## src/rtl/assert_macros.svh

```systemverilog
// ----------------------------------------------------------------------------
// Assertion macros
// Shared assertion wrappers for the remote pulse encoder RTL.
// ----------------------------------------------------------------------------
`ifndef ASSERT_MACROS_SVH
`define ASSERT_MACROS_SVH

// check a property while out of reset
`define RPE_ASSERT(name, prop, msg) \
  name: assert property (@(posedge clk) disable iff (!rst_n) prop) else $error(msg);

// check a property on every edge, reset included
`define RPE_ASSERT_ALWAYS(name, prop, msg) \
  name: assert property (@(posedge clk) prop) else $error(msg);

`endif

```

## src/rtl/rpe_pkg.sv

```systemverilog
// ----------------------------------------------------------------------------
// rpe_pkg
// Types and constants shared by the remote pulse encoder modules.
// ----------------------------------------------------------------------------
package rpe_pkg;

  localparam int ID_BITS     = 16;
  localparam int KEY_BITS    = 7;
  localparam int TIME_BITS   = 10;
  localparam int TOTAL_BITS  = ID_BITS + KEY_BITS;
  localparam int BIT_IDX_W   = $clog2(TOTAL_BITS + 1);
  localparam int SHIFT_IDX_W = (TOTAL_BITS > 1) ? $clog2(TOTAL_BITS) : 1;
  localparam int REPEAT_W    = 8;

  localparam int CFG_IDX_W   = 3;
  localparam int CFG_DATA_W  = TIME_BITS;

  localparam int QDEPTH      = 2;
  localparam int QPTR_W      = $clog2(QDEPTH);
  localparam int QCNT_W      = $clog2(QDEPTH + 1);

  localparam logic [CFG_IDX_W-1:0] REG_SHORT_TICKS   = 3'd0;
  localparam logic [CFG_IDX_W-1:0] REG_LONG_TICKS    = 3'd1;
  localparam logic [CFG_IDX_W-1:0] REG_START_TICKS   = 3'd2;
  localparam logic [CFG_IDX_W-1:0] REG_REPEAT_COUNT  = 3'd3;
  localparam logic [CFG_IDX_W-1:0] REG_INVERT_OUTPUT = 3'd4;

  localparam logic [TIME_BITS-1:0] RST_SHORT_TICKS  = TIME_BITS'(170);
  localparam logic [TIME_BITS-1:0] RST_LONG_TICKS   = TIME_BITS'(340);
  localparam logic [TIME_BITS-1:0] RST_START_TICKS  = TIME_BITS'(595);
  localparam logic [REPEAT_W-1:0]  RST_REPEAT_COUNT = REPEAT_W'(50);

  localparam logic FUNC_TICK  = 1'b0;
  localparam logic FUNC_START = 1'b1;

  typedef struct packed {
    logic [TIME_BITS-1:0] short_ticks;
    logic [TIME_BITS-1:0] long_ticks;
    logic [TIME_BITS-1:0] start_ticks;
    logic [REPEAT_W-1:0]  repeat_count;
    logic                 invert_output;
  } cfg_t;

  typedef struct packed {
    logic                  is_start;
    logic [TOTAL_BITS-1:0] word;
  } cmd_t;

  function automatic logic [TIME_BITS-1:0] time_of(input logic [TIME_BITS-1:0] t);
    time_of = (t == '0) ? TIME_BITS'(1) : t;
  endfunction

endpackage

```

## src/rtl/rpe_cfg.sv

```systemverilog
// ----------------------------------------------------------------------------
// rpe_cfg
// Configuration register file for the remote pulse encoder.
// ----------------------------------------------------------------------------
module rpe_cfg (
  input  logic                           clk,
  input  logic                           rst_n,
  input  logic                           cfg_valid,
  output logic                           cfg_ready,
  input  logic [rpe_pkg::CFG_IDX_W-1:0]  cfg_index,
  input  logic [rpe_pkg::CFG_DATA_W-1:0] cfg_data,
  output rpe_pkg::cfg_t                  cfg
);
  import rpe_pkg::*;

  cfg_t cfg_r;

  assign cfg_ready = 1'b1;
  assign cfg       = cfg_r;

  always_ff @(posedge clk) begin
    if (!rst_n) begin
      cfg_r.short_ticks   <= RST_SHORT_TICKS;
      cfg_r.long_ticks    <= RST_LONG_TICKS;
      cfg_r.start_ticks   <= RST_START_TICKS;
      cfg_r.repeat_count  <= RST_REPEAT_COUNT;
      cfg_r.invert_output <= 1'b0;
    end else if (cfg_valid && cfg_ready) begin
      unique case (cfg_index)
        REG_SHORT_TICKS:   cfg_r.short_ticks   <= cfg_data[TIME_BITS-1:0];
        REG_LONG_TICKS:    cfg_r.long_ticks    <= cfg_data[TIME_BITS-1:0];
        REG_START_TICKS:   cfg_r.start_ticks   <= cfg_data[TIME_BITS-1:0];
        REG_REPEAT_COUNT:  cfg_r.repeat_count  <= cfg_data[REPEAT_W-1:0];
        REG_INVERT_OUTPUT: cfg_r.invert_output <= cfg_data[0];
        default: ;
      endcase
    end
  end

endmodule

```

## src/rtl/rpe_front.sv

```systemverilog
// ----------------------------------------------------------------------------
// rpe_front
// Accepts requests, classifies them as start or tick and queues them.
// ----------------------------------------------------------------------------
`include "assert_macros.svh"

module rpe_front (
  input  logic                         clk,
  input  logic                         rst_n,
  input  logic                         in_valid,
  output logic                         in_stall,
  input  logic                         in_func,
  input  logic [rpe_pkg::ID_BITS-1:0]  in_remote_id,
  input  logic [rpe_pkg::KEY_BITS-1:0] in_key_code,
  output logic                         q_valid,
  input  logic                         q_pop,
  output rpe_pkg::cmd_t                q_cmd
);
  import rpe_pkg::*;

  cmd_t              slot_r [QDEPTH];
  logic [QPTR_W-1:0] wr_ptr_r;
  logic [QPTR_W-1:0] rd_ptr_r;
  logic [QCNT_W-1:0] count_r;
  logic [QCNT_W-1:0] count_nxt;
  logic              push;
  logic              pop;
  cmd_t              cmd_in;

  assign in_stall = (count_r == QCNT_W'(QDEPTH));
  assign push     = in_valid && !in_stall;
  assign q_valid  = (count_r != '0);
  assign pop      = q_valid && q_pop;
  assign q_cmd    = slot_r[rd_ptr_r];

  always_comb begin
    cmd_in.is_start = (in_func == FUNC_START);
    cmd_in.word     = {in_remote_id, in_key_code};
    count_nxt       = count_r + QCNT_W'(push) - QCNT_W'(pop);
  end

  always_ff @(posedge clk) begin
    if (push) begin
      slot_r[wr_ptr_r] <= cmd_in;
    end
  end

  always_ff @(posedge clk) begin
    if (!rst_n) begin
      wr_ptr_r <= '0;
      rd_ptr_r <= '0;
      count_r  <= '0;
    end else begin
      if (push) begin
        wr_ptr_r <= (wr_ptr_r == QPTR_W'(QDEPTH - 1)) ? '0 : wr_ptr_r + 1'b1;
      end
      if (pop) begin
        rd_ptr_r <= (rd_ptr_r == QPTR_W'(QDEPTH - 1)) ? '0 : rd_ptr_r + 1'b1;
      end
      count_r <= count_nxt;
    end
  end

  `RPE_ASSERT(a_count_bound, count_r <= QCNT_W'(QDEPTH), "queue count overflow")
  `RPE_ASSERT(a_ptr_gap, (count_r == '0) |-> (wr_ptr_r == rd_ptr_r), "empty queue ptr mismatch")

endmodule

```

## src/rtl/rpe_back.sv

```systemverilog
// ----------------------------------------------------------------------------
// rpe_back
// Pulse sequencer: runs frames and bits, drives the registered result.
// ----------------------------------------------------------------------------
`include "assert_macros.svh"

module rpe_back (
  input  logic          clk,
  input  logic          rst_n,
  input  rpe_pkg::cfg_t cfg,
  input  logic          q_valid,
  input  rpe_pkg::cmd_t q_cmd,
  output logic          q_pop,
  output logic          out_valid,
  input  logic          out_stall,
  output logic          out_pin_level,
  output logic          out_busy_res,
  output logic          out_done_res
);
  import rpe_pkg::*;

  localparam logic [1:0] PH_START  = 2'd0;
  localparam logic [1:0] PH_ZERO_A = 2'd1;
  localparam logic [1:0] PH_ZERO_B = 2'd2;
  localparam logic [1:0] PH_ONE    = 2'd3;

  logic [TOTAL_BITS-1:0] id_shift_r,      id_shift_nxt;
  logic [BIT_IDX_W-1:0]  bit_index_r,     bit_index_nxt;
  logic [REPEAT_W-1:0]   frames_left_r,   frames_left_nxt;
  logic [1:0]            phase_r,         phase_nxt;
  logic                  polarity_r,      polarity_nxt;
  logic [TIME_BITS-1:0]  duration_left_r, duration_left_nxt;
  logic                  level_now_r,     level_now_nxt;
  logic                  active_r,        active_nxt;

  logic                  out_valid_r;
  logic                  out_pin_r;
  logic                  out_busy_r;
  logic                  out_done_r;

  logic                  res_pin;
  logic                  res_busy;
  logic                  res_done;
  logic                  advance;
  logic [TIME_BITS-1:0]  dur_dec;
  logic [BIT_IDX_W-1:0]  bit_next;
  logic [BIT_IDX_W-1:0]  shift_pos;
  logic                  bit_val;

  assign advance       = q_valid && (!out_valid_r || !out_stall);
  assign q_pop         = advance;
  assign out_valid     = out_valid_r;
  assign out_pin_level = out_pin_r;
  assign out_busy_res  = out_busy_r;
  assign out_done_res  = out_done_r;

  always_comb begin
    id_shift_nxt      = id_shift_r;
    bit_index_nxt     = bit_index_r;
    frames_left_nxt   = frames_left_r;
    phase_nxt         = phase_r;
    polarity_nxt      = polarity_r;
    duration_left_nxt = duration_left_r;
    level_now_nxt     = level_now_r;
    active_nxt        = active_r;
    res_pin           = 1'b0;
    res_busy          = 1'b0;
    res_done          = 1'b0;
    dur_dec           = (duration_left_r != '0) ? duration_left_r - 1'b1 : '0;
    bit_next          = bit_index_r + BIT_IDX_W'(phase_r != PH_START);
    shift_pos         = BIT_IDX_W'(TOTAL_BITS - 1) - bit_next;
    bit_val           = id_shift_r[shift_pos[SHIFT_IDX_W-1:0]];

    if (q_cmd.is_start) begin
      res_busy = 1'b1;
      if (!active_r) begin
        id_shift_nxt      = q_cmd.word;
        frames_left_nxt   = cfg.repeat_count;
        active_nxt        = 1'b1;
        polarity_nxt      = ~cfg.invert_output;
        phase_nxt         = PH_START;
        bit_index_nxt     = '0;
        level_now_nxt     = ~cfg.invert_output;
        duration_left_nxt = time_of(cfg.start_ticks);
        res_pin           = ~cfg.invert_output;
      end else begin
        res_pin = level_now_r;
      end
    end else if (active_r) begin
      res_pin  = level_now_r;
      res_busy = 1'b1;
      if (dur_dec != '0) begin
        duration_left_nxt = dur_dec;
      end else begin
        unique case (phase_r)
          PH_ZERO_A: begin
            phase_nxt         = PH_ZERO_B;
            level_now_nxt     = polarity_r;
            duration_left_nxt = time_of(cfg.short_ticks);
          end
          default: begin
            bit_index_nxt = bit_next;
            if (bit_next >= BIT_IDX_W'(TOTAL_BITS)) begin
              if (frames_left_r != '0) begin
                frames_left_nxt   = frames_left_r - 1'b1;
                polarity_nxt      = ~cfg.invert_output;
                phase_nxt         = PH_START;
                bit_index_nxt     = '0;
                level_now_nxt     = ~cfg.invert_output;
                duration_left_nxt = time_of(cfg.start_ticks);
              end else begin
                active_nxt        = 1'b0;
                level_now_nxt     = 1'b0;
                phase_nxt         = PH_START;
                duration_left_nxt = '0;
                res_done          = 1'b1;
              end
            end else begin
              level_now_nxt = ~polarity_r;
              if (bit_val) begin
                phase_nxt         = PH_ONE;
                duration_left_nxt = time_of(cfg.long_ticks);
                polarity_nxt      = ~polarity_r;
              end else begin
                phase_nxt         = PH_ZERO_A;
                duration_left_nxt = time_of(cfg.short_ticks);
              end
            end
          end
        endcase
      end
    end
  end

  always_ff @(posedge clk) begin
    if (!rst_n) begin
      id_shift_r      <= '0;
      bit_index_r     <= '0;
      frames_left_r   <= '0;
      phase_r         <= PH_START;
      polarity_r      <= 1'b0;
      duration_left_r <= '0;
      level_now_r     <= 1'b0;
      active_r        <= 1'b0;
      out_valid_r     <= 1'b0;
    end else begin
      if (advance) begin
        id_shift_r      <= id_shift_nxt;
        bit_index_r     <= bit_index_nxt;
        frames_left_r   <= frames_left_nxt;
        phase_r         <= phase_nxt;
        polarity_r      <= polarity_nxt;
        duration_left_r <= duration_left_nxt;
        level_now_r     <= level_now_nxt;
        active_r        <= active_nxt;
        out_valid_r     <= 1'b1;
      end else if (!out_stall) begin
        out_valid_r     <= 1'b0;
      end
    end
  end

  always_ff @(posedge clk) begin
    if (advance) begin
      out_pin_r  <= res_pin;
      out_busy_r <= res_busy;
      out_done_r <= res_done;
    end
  end

  `RPE_ASSERT(a_idle_pin_low, !active_r |-> !level_now_r, "pin high while idle")
  `RPE_ASSERT(a_active_dur, active_r |-> (duration_left_r != '0), "active with no time left")
  `RPE_ASSERT(a_done_idle, (out_valid_r && out_done_r) |-> !active_r, "done while still active")
  `RPE_ASSERT(a_phase_shape, (active_r && (phase_r == PH_START)) |-> (bit_index_r == '0),
              "start pulse off frame head")

endmodule

```

## src/rtl/rf_remote_pulse_encoder_unit.sv

```systemverilog
// ----------------------------------------------------------------------------
// rf_remote_pulse_encoder_unit
// Radio remote pulse encoder: turns start and tick requests into pin levels.
// ----------------------------------------------------------------------------
// Each request yields one result. A start request (func 1) loads remote_id
// and key_code and begins repeat_count+1 frames; it is ignored while busy.
// Each tick request (func 0) is one microsecond and returns the pin level for
// it, the busy flag, and done on the tick that ends the last pulse. One
// request is taken per clock sustained while out_stall is low; a request's
// result passes through the two-entry request queue and then the
// sequencer's output register. Write configuration only while idle.
module rf_remote_pulse_encoder_unit (
  input  logic                           clk,
  input  logic                           rst_n,
  input  logic                           in_valid,
  output logic                           in_stall,
  input  logic                           in_func,
  input  logic [rpe_pkg::ID_BITS-1:0]    in_remote_id,
  input  logic [rpe_pkg::KEY_BITS-1:0]   in_key_code,
  output logic                           out_valid,
  input  logic                           out_stall,
  output logic                           out_pin_level,
  output logic                           out_busy_res,
  output logic                           out_done_res,
  input  logic                           cfg_valid,
  output logic                           cfg_ready,
  input  logic [rpe_pkg::CFG_IDX_W-1:0]  cfg_index,
  input  logic [rpe_pkg::CFG_DATA_W-1:0] cfg_data
);
  import rpe_pkg::*;

  cfg_t cfg;
  cmd_t q_cmd;
  logic q_valid;
  logic q_pop;

  rpe_cfg u_cfg (
    .clk       (clk),
    .rst_n     (rst_n),
    .cfg_valid (cfg_valid),
    .cfg_ready (cfg_ready),
    .cfg_index (cfg_index),
    .cfg_data  (cfg_data),
    .cfg       (cfg)
  );

  rpe_front u_front (
    .clk          (clk),
    .rst_n        (rst_n),
    .in_valid     (in_valid),
    .in_stall     (in_stall),
    .in_func      (in_func),
    .in_remote_id (in_remote_id),
    .in_key_code  (in_key_code),
    .q_valid      (q_valid),
    .q_pop        (q_pop),
    .q_cmd        (q_cmd)
  );

  rpe_back u_back (
    .clk           (clk),
    .rst_n         (rst_n),
    .cfg           (cfg),
    .q_valid       (q_valid),
    .q_cmd         (q_cmd),
    .q_pop         (q_pop),
    .out_valid     (out_valid),
    .out_stall     (out_stall),
    .out_pin_level (out_pin_level),
    .out_busy_res  (out_busy_res),
    .out_done_res  (out_done_res)
  );

endmodule
```

## config.mk

```make
export PLATFORM = sky130hd
export DESIGN_NAME = rf_remote_pulse_encoder_unit
export DESIGN_NICKNAME = d
export VERILOG_FILES = /design/src/rtl/rpe_pkg.sv /design/src/rtl/rpe_cfg.sv /design/src/rtl/rpe_front.sv /design/src/rtl/rpe_back.sv /design/src/rtl/rf_remote_pulse_encoder_unit.sv
export VERILOG_INCLUDE_DIRS = /design/src /design/src/rtl
export SDC_FILE = /design/constraint.sdc
export NUM_CORES = 1
export LEC_CHECK = 0
export BUFFER_PORTS_ARGS = -buffer_cell sky130_fd_sc_hd__buf_2
export CAP_MARGIN = 20
export CORE_AREA = 3 3 122 101
export DETAILED_ROUTE_END_ITERATION = 10
export DIE_AREA = 0 0 125 104
export PLACE_DENSITY_LB_ADDON = 0.2
export SYNTH_ARGS = -nofsm -noshare
export SYNTH_HDL_FRONTEND = slang
export SYNTH_SLANG_ARGS = --single-unit
```

## constraint.sdc

```tcl
create_clock -name clk -period 6.1 [get_ports clk]
set_clock_uncertainty 0.05 [all_clocks]
set_input_delay 0.305 -clock clk [delete_from_list [all_inputs] [get_ports clk]]
set_output_delay 0.305 -clock clk [all_outputs]
set_load 0.02 [all_outputs]
```

Word level (Yosys, flattened, before mapping):

Memory sizes are Yosys's and may differ from the RTL's. A register that Yosys moved wholly into a read port is not among the register bits.
Cells that the tools add are included.

* input bits: 42
* memories: 1
* logic and storage cells: 147
* memory bits (writable): 48
* output and inout port bits: 6
* register bits after elaboration: 98

Memories
* u_front.slot_r: depth 2, width 24, read ports 1, clocked after memory_dff 1, wr ports 1, RTL line rpe_front.sv:21 `cmd_t slot_r [QDEPTH];`

* multiplexer cells: 68
* reduce and logical (&&, ||, !) cells: 33
* add/sub/neg operators: 8
* magnitude comparators: 2
* bitwise operators: 4
* equal/unequal tests: 11

Operators by type and width (number)
* 2-to-1 mux 10 bit: 12
* 2-to-1 mux 8 bit: 7
* 2-to-1 mux 5 bit: 7
* 2-to-1 mux 1 bit: 34
* logical NOT 10 bit: 3
* nonzero test 10 bit: 2
* 2-to-1 mux 2 bit: 7
* AND reduction 7 bit: 2
* AND reduction 2 bit: 5
* nonzero test 2 bit: 5
* subtractor 10 x 1 -> 10 bit, second input constant: 1
* AND reduction 3 bit: 3
* nonzero test 8 bit: 1
* subtractor 8 x 1 -> 8 bit, second input constant: 1
* equality test 3 x 2 -> 1 bit, second input constant: 2
* < comparator 5 x 6 -> 1 bit, second input constant: 1
* inequality test 2 bit, second input constant: 3
* adder 5 x 1 -> 5 bit: 1
* binary-select mux 1 bit (select 5 bit): 1
* >= comparator 5 bit, second input constant: 1
* AND reduction 5 bit: 1
* OR reduction 5 bit: 1
* subtractor 5 bit, first input constant: 1
* inverter 1 bit: 4
* 15 further kinds: 20

Longest topological paths before layout:

Gate-level depths: netlist of the first run.

* depth after elaboration: 11
* depth in mapped cells: 14
* depth with buffers taken out: 12

Hierarchy:

A second synthesis of the first run with hierarchy kept.

* cell total of the unflattened synthesis: 735
* area, all modules: 7422.1 µm²

By module, submodules not included
* rpe_back: cells each 476, seq. area each 1131.1 µm², instances 1, area an instance 3746.1 µm²
* rpe_front: cells each 102, seq. area each 1541.5 µm², instances 1, area an instance 2074.5 µm²
* rpe_cfg: cells each 157, seq. area each 780.7 µm², instances 1, area an instance 1601.5 µm²

Worst setup path after synthesis of the first run:

OpenSTA, ideal clock, no wires.

* path kind: reg-to-reg
* start point: register u_back.phase_r[1]
* end point: register u_back.duration_left_r[7]
* library setup time: 0.126 ns
* cell stages (with the launch flop): 14
* required time: 5.924 ns
* path buffers: 2
* clock period less this slack: 3.425 ns
* slack: 2.675 ns
* arrival time: 3.248 ns
* cell sequence: dfxtp_1 > or2_2 > ha_1 > ha_1 > ha_1 > buf_1 > mux4_2 > mux2i_1 > mux2_2 > o21a_1 > buf_2 > mux2_2 > a221oi_1 > o31ai_1

* longest elaborated chain between the ends: 11
* elaborated cells between the ends (all ways): 13
* classes of those cells: add/sub: 2; order compare: 1; eq/ne: 1; mux: 8; reduce/logical: 1

RTL lines
* start, declared: RTL line rpe_back.sv:30 `logic [1:0] phase_r, phase_nxt;`
* start signal, assigned: RTL line rpe_back.sv:151 `phase_r <= phase_nxt;`
* nonzero test 2 bit: RTL line rpe_back.sv:70 `bit_next = bit_index_r + BIT_IDX_W'(phase_r != PH_START);`
* adder 5 x 1 -> 5 bit: RTL line rpe_back.sv:70
* subtractor 5 bit: RTL line rpe_back.sv:71 `shift_pos = BIT_IDX_W'(TOTAL_BITS - 1) - bit_next;`
* binary-select mux 1 bit (select 5 bit): RTL line rpe_back.sv:72 `bit_val = id_shift_r[shift_pos[SHIFT_IDX_W-1:0]];`
* 2-to-1 mux 1 bit (not written as such): RTL line rpe_back.sv:72
* 2-to-1 mux 10 bit: RTL line rpe_back.sv:120 `if (bit_val) begin`
* 2-to-1 mux 10 bit: RTL line rpe_back.sv:103 `if (bit_next >= BIT_IDX_W'(TOTAL_BITS)) begin`
* 2-to-1 mux 10 bit *: RTL line rpe_back.sv:95 `unique case (phase_r)`
* 2-to-1 mux 10 bit *: RTL line rpe_back.sv:92 `if (dur_dec != '0) begin`
* 2-to-1 mux 10 bit *: RTL line rpe_back.sv:89 `end else if (active_r) begin`
* 2-to-1 mux 10 bit *: RTL line rpe_back.sv:74 `if (q_cmd.is_start) begin`
* end signal, assigned: RTL line rpe_back.sv:153 `duration_left_r <= duration_left_nxt;`
* end, declared: RTL line rpe_back.sv:32 `logic [TIME_BITS-1:0] duration_left_r, duration_left_nxt;`

Every way passes the cells marked *; elsewhere a longest branch is shown, timed or not. The select of a mux whose other input is x is not followed.
A chain may end at the register's enable or synchronous reset.

Worst setup path after layout of the first run:

* start point: register u_back.phase_r[0]
* end point: register u_back.frames_left_r[3]

* longest elaborated chain between the ends: 5
* elaborated cells between the ends (all ways): 7
* classes of those cells: add/sub: 1; order compare: 1; eq/ne: 2; reduce/logical: 3

RTL lines
* nonzero test 2 bit: RTL line rpe_back.sv:70
* adder 5 x 1 -> 5 bit: RTL line rpe_back.sv:70
* >= comparator 5 bit: RTL line rpe_back.sv:103
* nonzero test 2 bit (no source line)
* AND reduction 7 bit (no source line) *
* end signal, assigned: RTL line rpe_back.sv:150 `frames_left_r <= frames_left_nxt;`
* end, declared: RTL line rpe_back.sv:29 `logic [REPEAT_W-1:0] frames_left_r, frames_left_nxt;`

Every way passes the cells marked *; elsewhere a longest branch is shown, timed or not.

==> impl_summary.txt, run 1 <==
----------------------------------------------------
[STA]
  Final max-slew violation count ... 0
  Fin crit share ... 64.01%
  Sum of negative setup slack ... 0 ns
  Final setup fails ... 0
  Post-layout minimum cycle time ... 3.904 ns
  Relative max-transition margin ... 40.44%
  Fin. Hold Viols ... 0
  Final worst hold slack ... 0.02535 ns
  Max Fclk ... 256.1 MHz
  Unrepaired setup endpoints after global routing ... no
  Slew of the pin with the lowest slew margin ... 0.8934 ns

[Floorplanning]
  Number of cell rows ... 35
  Die Span Y ... 104 µm
  Area of the placeable core ... 11300 µm²
  DIE WIDTH ... 125 µm
  Total die area ... 13000 µm²
  Initial core utilization ... 61.10%
  I/O Pins ... 48

[Power]
  Worst vdd rail ir drop ... 0.3349 mV
  Static leakage power ... 2.915 nW
  Cell area power density ... 480.7 nW/µm²

[Logic synthesis]
  Number of flops mapped to enable cells by yosys ... 51
  Proportion of register bits with asynchronous set or reset after synthesis ... 0%
  Biggest area consumer among synthesized cells ... dfxtp_1
  Post-Synthesis Cell Area ... 6903 µm²
  Count of synthesis-stage warnings from yosys ... 0
  Cell count after synthesis ... 736
  Library cells used by synthesis ... 70
  Proportion of synthesized chip area in sequential cells ... 50.03%
  Synthesized flop and latch total ... 147
  Synth top area cells ... dfxtp_1, edfxtp_1, nand2_1
  Yosys top cell area share ... 27.84%
  Avg Synthesized Cell Area ... 9.379 µm²
  Leading register cell type out of synthesis ... dfxtp_1
  Post-synth net total ... 787

[Global routing]
  Number of antenna violations at the first check in global routing ... 0
  Wire length of the first global-routing pass ... 26590 µm
  Vias in the first global route ... 5168
  Global-route usage over all layers ... 25.33%
  Pin count of the biggest net entering global routing ... 47
  Remaining global-route overflow ... 0

[Worst setup path]
  Reg2reg path depth ... 12
  Critical Path End Type ... flop
  Crit start category ... flop
  Type of the worst setup path ... flop to flop
  Worst reg2reg path endpoint ... u_back.frames_left_r[3]
  Reg-to-Reg Start ... u_back.phase_r[0]
  Max Fanout on Critical Path ... 13
  Worst endpoint data arrival time ... 4.16 ns
  Worst Path Required ... 6.35 ns
  Worst reg-to-reg setup slack ... 2.20 ns

[Routing]
  Count of nets left with antenna violations after detail routing ... 0
  Detailed-route wire length ... 16360 µm
  Count of TritonRoute iterations in the first routing pass ... 5
  DR DRC count ... 0
  Detailed-route via count ... 5689
  Via/cell ratio ... 6.170
  Mean routed wirelength per cell ... 17.74 µm
  Initial DRC count ... 588

[Min path]
  Worst Hold Class ... primary input to flop
  Cells on Worst Hold Path ... 1
  HP Start ... in_remote_id[5]
  Worst min-delay path endpoint ... u_front.slot_r[0][12]

[CTS]
  Clock buffers created by TritonCTS ... 17
  Worst-case clock buffer depth ... 2
  Clock transition at the registers of the reported paths ... 0.06 ns
  Later-pin clock latency in the skew report ... 0.42 ns
  Number of sinks handled by clock tree synthesis ... 147
  Root buf cell ... clkbuf_16
  Clock tree from TritonCTS ... yes
  Count of buffers added by post-CTS timing repair for setup ... 0
  Total of cells resized after clock tree synthesis ... 0
  Cts-stage hold buffer count ... 0
  CTS H-tree lvls ... 4

[Placed design]
  Number of buffers added on ports ... 46
  Final weighted congestion of routability-driven global placement ... 0.8768
  Instance area at placement ... 7184 µm²
  Detailed placement HPWL ... 11410 µm

[Layout]
  Final nets ... 812
  Antenna cells ... 0
  Design Area, Final ... 7801 µm²
  Area added between synthesis and finish ... 13.01%
  Fraction of final layout cells with drive strength greater than 1 ... 13.70%

[Run]
  Maximum capacitance violations ... 0

[Run status]
  Run status ... finished clean

----------------------------------------------------
==> state kept, by name, summed over array words and instances (netlist names), named ones only <==
register / flops
u_back.out_busy_res: 1
u_back.out_valid: 1
u_back.phase_r: 2
u_front.count_r: 2
u_back.polarity_r: 1
u_front.slot_r: 48
u_back.active_r: 1
u_back.bit_index_r: 5
u_back.out_pin_level: 1
u_back.duration_left_r: 10
u_back.id_shift_r: 23
u_front.wr_ptr_r: 1
u_back.out_done_res: 1
u_back.frames_left_r: 8
u_front.rd_ptr_r: 1
u_back.level_now_r: 1
u_cfg.cfg: 39
==> worst max-delay path by stage <==
stage	start	to	slack, ns	depth (start not counted)
floorplan	u_back.phase_r[1]	u_back.duration_left_r[7]	2.68	13
global placement	u_back.phase_r[1]	u_back.frames_left_r[4]	2.34	12
detailed placement	u_back.phase_r[0]	u_back.frames_left_r[3]	2.17	12
CTS	u_back.phase_r[0]	u_back.frames_left_r[3]	2.17	12
global route	u_back.phase_r[0]	u_back.frames_left_r[3]	1.81	12
finish	u_back.phase_r[0]	u_back.frames_left_r[3]	2.20	12
==> synth_stat cells (all sizes together), types with 3 or more instances <==
| master | number |
|---|---|
| xor2 | 6 |
| nor2 | 65 |
| and3 | 5 |
| and2 | 7 |
| mux2 | 6 |
| o31ai | 13 |
| clkbuf | 34 |
| ha | 9 |
| or4 | 3 |
| nand3 | 34 |
| edfxtp | 51 |
| buf | 15 |
| dfxtp | 96 |
| nor3 | 17 |
| a21boi | 3 |
| a21oi | 56 |
| nor4 | 8 |
| o21ai | 29 |
| nor2b | 3 |
| inv | 14 |
| o22ai | 6 |
| a31oi | 4 |
| nand3b | 4 |
| mux4 | 5 |
| a221oi | 4 |
| nand4 | 4 |
| or2 | 5 |
| nand2 | 117 |
| a22oi | 4 |
| mux2i | 30 |
| a211oi | 27 |
| nand2b | 9 |
| xnor2 | 5 |
| o211ai | 6 |
==> cells in the final DEF, fill, tap and decap left out, drive strengths merged, types with 3 or more instances in the layout <==
cell type  Yosys  final
a211oi        27     27
a21boi         3      3
a21oi         56     56
a221oi         4      4
a22oi          4      4
a31oi          4      4
and2           7      7
and3           5      5
buf           15     54
bufinv         0      3
clkbuf        34     22
clkinv         1      5
dfxtp         96     96
edfxtp        51     51
ha             9      9
inv           14     17
mux2           6      6
mux2i         30     30
mux4           5      5
nand2        117    117
nand2b         9      9
nand3         34     34
nand3b         4      4
nand4          4      4
nor2          65     65
nor2b          3      3
nor3          17     17
nor4           8      8
o211ai         6      6
o21ai         29     29
o22ai          6      6
o31ai         13     13
or2            5      5
or4            3      3
xnor2          5      5
xor2           6      6
==> cells by family (layout without fill, tap and decap cells) <==
group	count (synthesis)	count (layout)	synth area share, %
buf+inv	64	102	3.770
flops	147	147	50.03
fa+ha+maj	9	9	1.631
mux	41	41	7.015
other cells	1	1	0.05433
xor+xnor	12	12	1.722
simple gates	290	290	19.36
compound gates	172	172	16.42
==> critical path, stage by stage, from the launching register on <==
cell	delay [ns]
dfxtp_1	0.34
or2_2	0.28
ha_1	0.56
ha_1	0.28
a21oi_1	0.08
o211ai_1	0.32
o31ai_1	0.13
buf_4	0.20
nor2_1	0.58
nor2_1	0.27
nor2_4	0.28
o21ai_0	0.14
a31o_1	0.26
==> stage by stage <==
stage / total power [mW] / util [%] / cells / setup slack, ns
2_1_floorplan: 2.378 / - / 736 / 2.675
3_3_place_gp: 2.629 / 63.46 / 888 / 2.339
3_5_place_dp: 2.690 / 63.59 / 889 / 2.169
4_1_cts: 3.737 / 68.83 / 921 / 2.167
5_1_grt: 3.970 / 69.05 / 922 / 1.810
6_report: 3.750 / 69.05 / 922 / 2.196
==> power breakdown <==
part | internal, mW | leakage [nW] | switching (mW) | total [mW]
Combinational | 0.533 | 1.37 | 0.842 | 1.38
Clock | 0.647 | 0.286 | 0.399 | 1.05
Sequential | 1.20 | 1.26 | 0.127 | 1.33
==> per-layer routing <==
layer	part of all wire [%]	global-route usage, %	wire length, µm	vias to the layer above
li1	-	-	-	2730
met1	47	37.85	7675	2719
met2	43	35.73	7024	219
met3	8.8	7.957	1438	21
met4	1.3	6.502	218	0
met5	0	0	0	-
==> cell type report <==
cell class	count	area, µm²
clock inverters	11	151.4
inverters	15	56.30
fillers	862	3497
clock buffers	21	440.4
multi-input cells	525	3192
flip-flops and latches	147	3453
repair buffers	55	322.8
well taps	148	185.2
Note: power is estimated with default switching activity, not from simulation.
==> run 2: changes to the inputs <==
--- a/config.mk
+++ b/config.mk
@@ -6,11 +6,12 @@
 export SDC_FILE = /design/constraint.sdc
 export NUM_CORES = 1
 export LEC_CHECK = 0
+export ABC_AREA = 1
 export BUFFER_PORTS_ARGS = -buffer_cell sky130_fd_sc_hd__buf_2
 export CAP_MARGIN = 20
-export CORE_AREA = 3 3 122 101
+export CORE_AREA = 3 3 132 108
 export DETAILED_ROUTE_END_ITERATION = 10
-export DIE_AREA = 0 0 125 104
+export DIE_AREA = 0 0 135 111
 export PLACE_DENSITY_LB_ADDON = 0.2
 export SYNTH_ARGS = -nofsm -noshare
 export SYNTH_HDL_FRONTEND = slang
==> constraint.sdc (replaced) <==
create_clock -name clk -period 3.4 [get_ports clk]
set_clock_uncertainty 0.05 [all_clocks]
set_input_delay 0.17 -clock clk [delete_from_list [all_inputs] [get_ports clk]]
set_output_delay 0.17 -clock clk [all_outputs]
set_load 0.02 [all_outputs]
==> impl_summary.txt, run 2 <==
----------------------------------------------------
[Run status]
  Run status ... finished clean

[Worst setup path]
  Reg-to-Reg Start ... u_back.phase_r[0]
  Slowest Stage Delay on Critical Path ... 0.59 ns (about the same)
  Worst Path Required ... 3.66 ns (-2.69 ns)
  Crit start category ... flop
  Chain of cells forming the critical path ... inv_1 > nand2_1 > ha_1 > ha_1 > nand3_2 > clkinv_1 > nor2_1 > nand2_1 > nand2_2 > nor2_4 > nor2_4 > nor2_8 > nand4_4 > nand2_1 > nor2_1
  Type of the worst setup path ... flop to flop
  Gate family responsible for the most delay along the worst path ... simple AND/OR/NAND/NOR gates
  Critical Path End Type ... flop
  Max Fanout on Critical Path ... 16 (+3)
  Buffer and inverter count on the worst path ... 2 (+1)
  Startpoint of the worst setup timing path ... u_back.phase_r[0]
  Crit-path most repeated cell ... nand2_1
  Worst path slowest cell ... ha_1
  Worst endpoint data arrival time ... 3.26 ns (-0.90 ns)

[Routing]
  Initial DRC count ... 745 (+27%)
  DR DRC count ... 0 (unchanged)
  Via/cell ratio ... 5.479 (-11%)
  Detailed-route via count ... 6284 (+10%)
  Count of TritonRoute iterations in the first routing pass ... 6 (+1)
  Count of nets left with antenna violations after detail routing ... 0 (unchanged)
  Detailed-route wire length ... 17720 µm (+8.4%)
  Mean routed wirelength per cell ... 15.45 µm (-13%)

[Logic synthesis]
  Top cell types by occurrence after synthesis ... nand2_1, inv_1, dfxtp_1
  Library cells used by synthesis ... 43 (-39%)
  Count of synthesis-stage warnings from yosys ... 0 (unchanged)
  Biggest area consumer among synthesized cells ... dfxtp_1
  Yosys top cell area share ... 26.92% (-0.92 points)
  Synthesized flop and latch total ... 147 (unchanged)
  Number of flops mapped to enable cells by yosys ... 51 (unchanged)
  Leading register cell type out of synthesis ... dfxtp_1
  Post-synth net total ... 940 (+19%)
  Post-Synthesis Cell Area ... 7139 µm² (+3.4%)
  Synth top area cells ... dfxtp_1, edfxtp_1, nand2_1
  Most instantiated library cell after synthesis ... nand2_1
  Avg Synthesized Cell Area ... 8.031 µm² (-14%)
  Cell count after synthesis ... 889 (+21%)
  Proportion of register bits with asynchronous set or reset after synthesis ... 0% (unchanged)
  Proportion of synthesized chip area in sequential cells ... 48.37% (-1.7 points)

[CTS]
  CTS H-tree lvls ... 4 (unchanged)
  Clock tree from TritonCTS ... yes
  Later-pin clock latency in the skew report ... 0.42 ns (about the same)
  Total of cells resized after clock tree synthesis ... 0 (unchanged)
  Number of sinks handled by clock tree synthesis ... 147 (unchanged)
  Clock buffers created by TritonCTS ... 17 (unchanged)
  Root buf cell ... clkbuf_16
  Clock transition at the registers of the reported paths ... 0.06 ns (about the same)
  Worst-case clock buffer depth ... 2 (unchanged)

[Layout]
  Area added between synthesis and finish ... 18.37%
  Leading cell type in the layout, fill and taps excluded ... nand2_1
  Fraction of final layout cells with drive strength greater than 1 ... 14.30% (+0.61 points)
  Final nets ... 1010 (+24%)
  Max reg flops ... 48 (unchanged)
  Most used cells in the layout excluding fill and tap cells ... nand2_1, inv_1, dfxtp_1, a21oi_1, nand3_1
  Most flops, register ... u_front.slot_r
  Antenna cells ... 0 (unchanged)

[Placed design]
  Final weighted congestion of routability-driven global placement ... 0.9040 (+3.1%)
  Detailed placement HPWL ... 11830 µm (+3.8%)
  Number of buffers added on ports ... 46 (unchanged)

[Power]
  Final Total Pwr ... 7.836 mW (+110%)
  Static leakage power ... 3.533 nW (+21%)
  Cell area power density ... 927.3 nW/µm² (+93%)
  Worst vdd rail ir drop ... 0.4908 mV (+47%)

[Floorplanning]
  Number of cell rows ... 37 (+5.7%)
  Area of the placeable core ... 12920 µm² (+14%)
  Total die area ... 14990 µm² (+15%)
  DIE WIDTH ... 135 µm (+8.0%)
  I/O Pins ... 48 (unchanged)
  Initial core utilization ... 55.27% (-5.8 points)
  Die Span Y ... 111 µm (+6.7%)

[STA]
  Final setup fails ... 0 (unchanged)
  Final max-slew violation count ... 0 (unchanged)
  Max Fclk ... 334.2 MHz (+30%)
  Fin. Hold Viols ... 0 (unchanged)
  Fin crit share ... 88.02% (+24 points)
  Unrepaired setup endpoints after global routing ... no
  Post-layout minimum cycle time ... 2.993 ns (-0.9117 ns)
  Relative max-transition margin ... 50.98% (+11 points)
  Slew of the pin with the lowest slew margin ... 0.7326 ns (-0.1608 ns)
  Sum of negative setup slack ... 0 ns (unchanged)

[Min path]
  HP Start ... cfg_data[3]
  Worst Hold Class ... primary input to flop

[Run]
  Maximum capacitance violations ... 0 (unchanged)

[Global routing]
  Global-route usage over all layers ... 24.75% (-0.58 points)
  Pin count of the biggest net entering global routing ... 54 (+15%)
  Number of antenna violations at the first check in global routing ... 0 (unchanged)
  Wire length of the first global-routing pass ... 29510 µm (+11%)
  Vias in the first global route ... 5783 (+12%)
  Remaining global-route overflow ... 0 (unchanged)

----------------------------------------------------
run 2: cell count changes after synthesis, moves of 8 or more:
cell	change
inv_1	+88
clkbuf_1	-8
o21ai_0	+40
mux2i_1	-29
a21oi_1	+26
nand3_1	+37
nand2_1	+72
o211ai_1	+10
inv_2	+8
o31ai_1	-13
nor3_1	-12
nand2b_1	-9
run 2: worst reg2reg max path, delay by kind of cell (launching register included):
kind	cells	cell delay, ns
fa+ha+maj	2	0.88
buf+inv	2	0.14
flops	1	0.30
simple gates	11	1.53
run 2: timing repair:
action	4_1_cts	5_1_grt
buffers inserted	0	0
hold buffers	31	0
endpoints found under the hold margin	55	0
run 2: through the flow:
stage / setup WS (ns) / util, % / cells / area, µm² / hold slack (ns)
global route: 0.1709 / 65.43 / 1147 / 8451 / 0.03984
detailed placement: 0.4376 / 58.10 / 1083 / 7505 / 0.3109
finish: 0.4074 / 65.43 / 1147 / 8451 / 0.03961
global placement: 0.4968 / 58.10 / 1083 / 7505 / 0.3099
CTS: 0.4310 / 65.21 / 1146 / 8423 / 0.01703
floorplan: 0.8496 / - / 889 / 7139 / 0.2189
run 2: power breakdown:
part           internal (mW)  leakage [nW]  total, mW  switching [mW]
sequential              2.18          1.26       2.37           0.195
clock                   1.15         0.296       1.91           0.758
combinational           1.18          1.98       3.56            2.37
total                   4.51          3.53       7.84            3.33
run 2: kinds of logic (layout without fill, tap and decap cells):
group,count (synthesis),after routing,share of synthesized area (%)
AO/OA/AOI/OAI,197,197,15.37
other,1,1,0.05253
multiplexers,13,13,2.050
adder cells (fa/ha/maj),9,9,1.577
AND/OR/NAND/NOR,366,366,23.61
XOR/XNOR,6,6,0.7361
buffers and inverters,150,233,8.237
flip-flops,147,147,48.37
run 2: metal layers:
layer	part of all wire [%]	up-vias	GRT usage (%)
li1	-	3127	-
met5	0	-	0
met1	50	2916	38.34
met4	1.3	0	7.052
met3	8.0	22	5.717
met2	41	219	34.36
run 2: worst paths after layout:
check / to / slack, ns / depth (start not counted)
max reg2reg: u_back.bit_index_r[4] / 0.41 / 15
max: u_back.bit_index_r[4] / 0.41 / 15
min: u_cfg.cfg[32] / 0.04 / 3
min reg2reg: u_cfg.cfg[1] / 0.40 / 2
run 2: cell type report:
cell class / count / area [µm²]
fill: 1079 / 4466
sequential: 147 / 3453
multi-input combinational: 592 / 3103
timing repair buffer: 88 / 643.1
clock buffer: 19 / 464.2
inverter: 113 / 424.2
tap: 175 / 219.0
clock inverter: 13 / 143.9
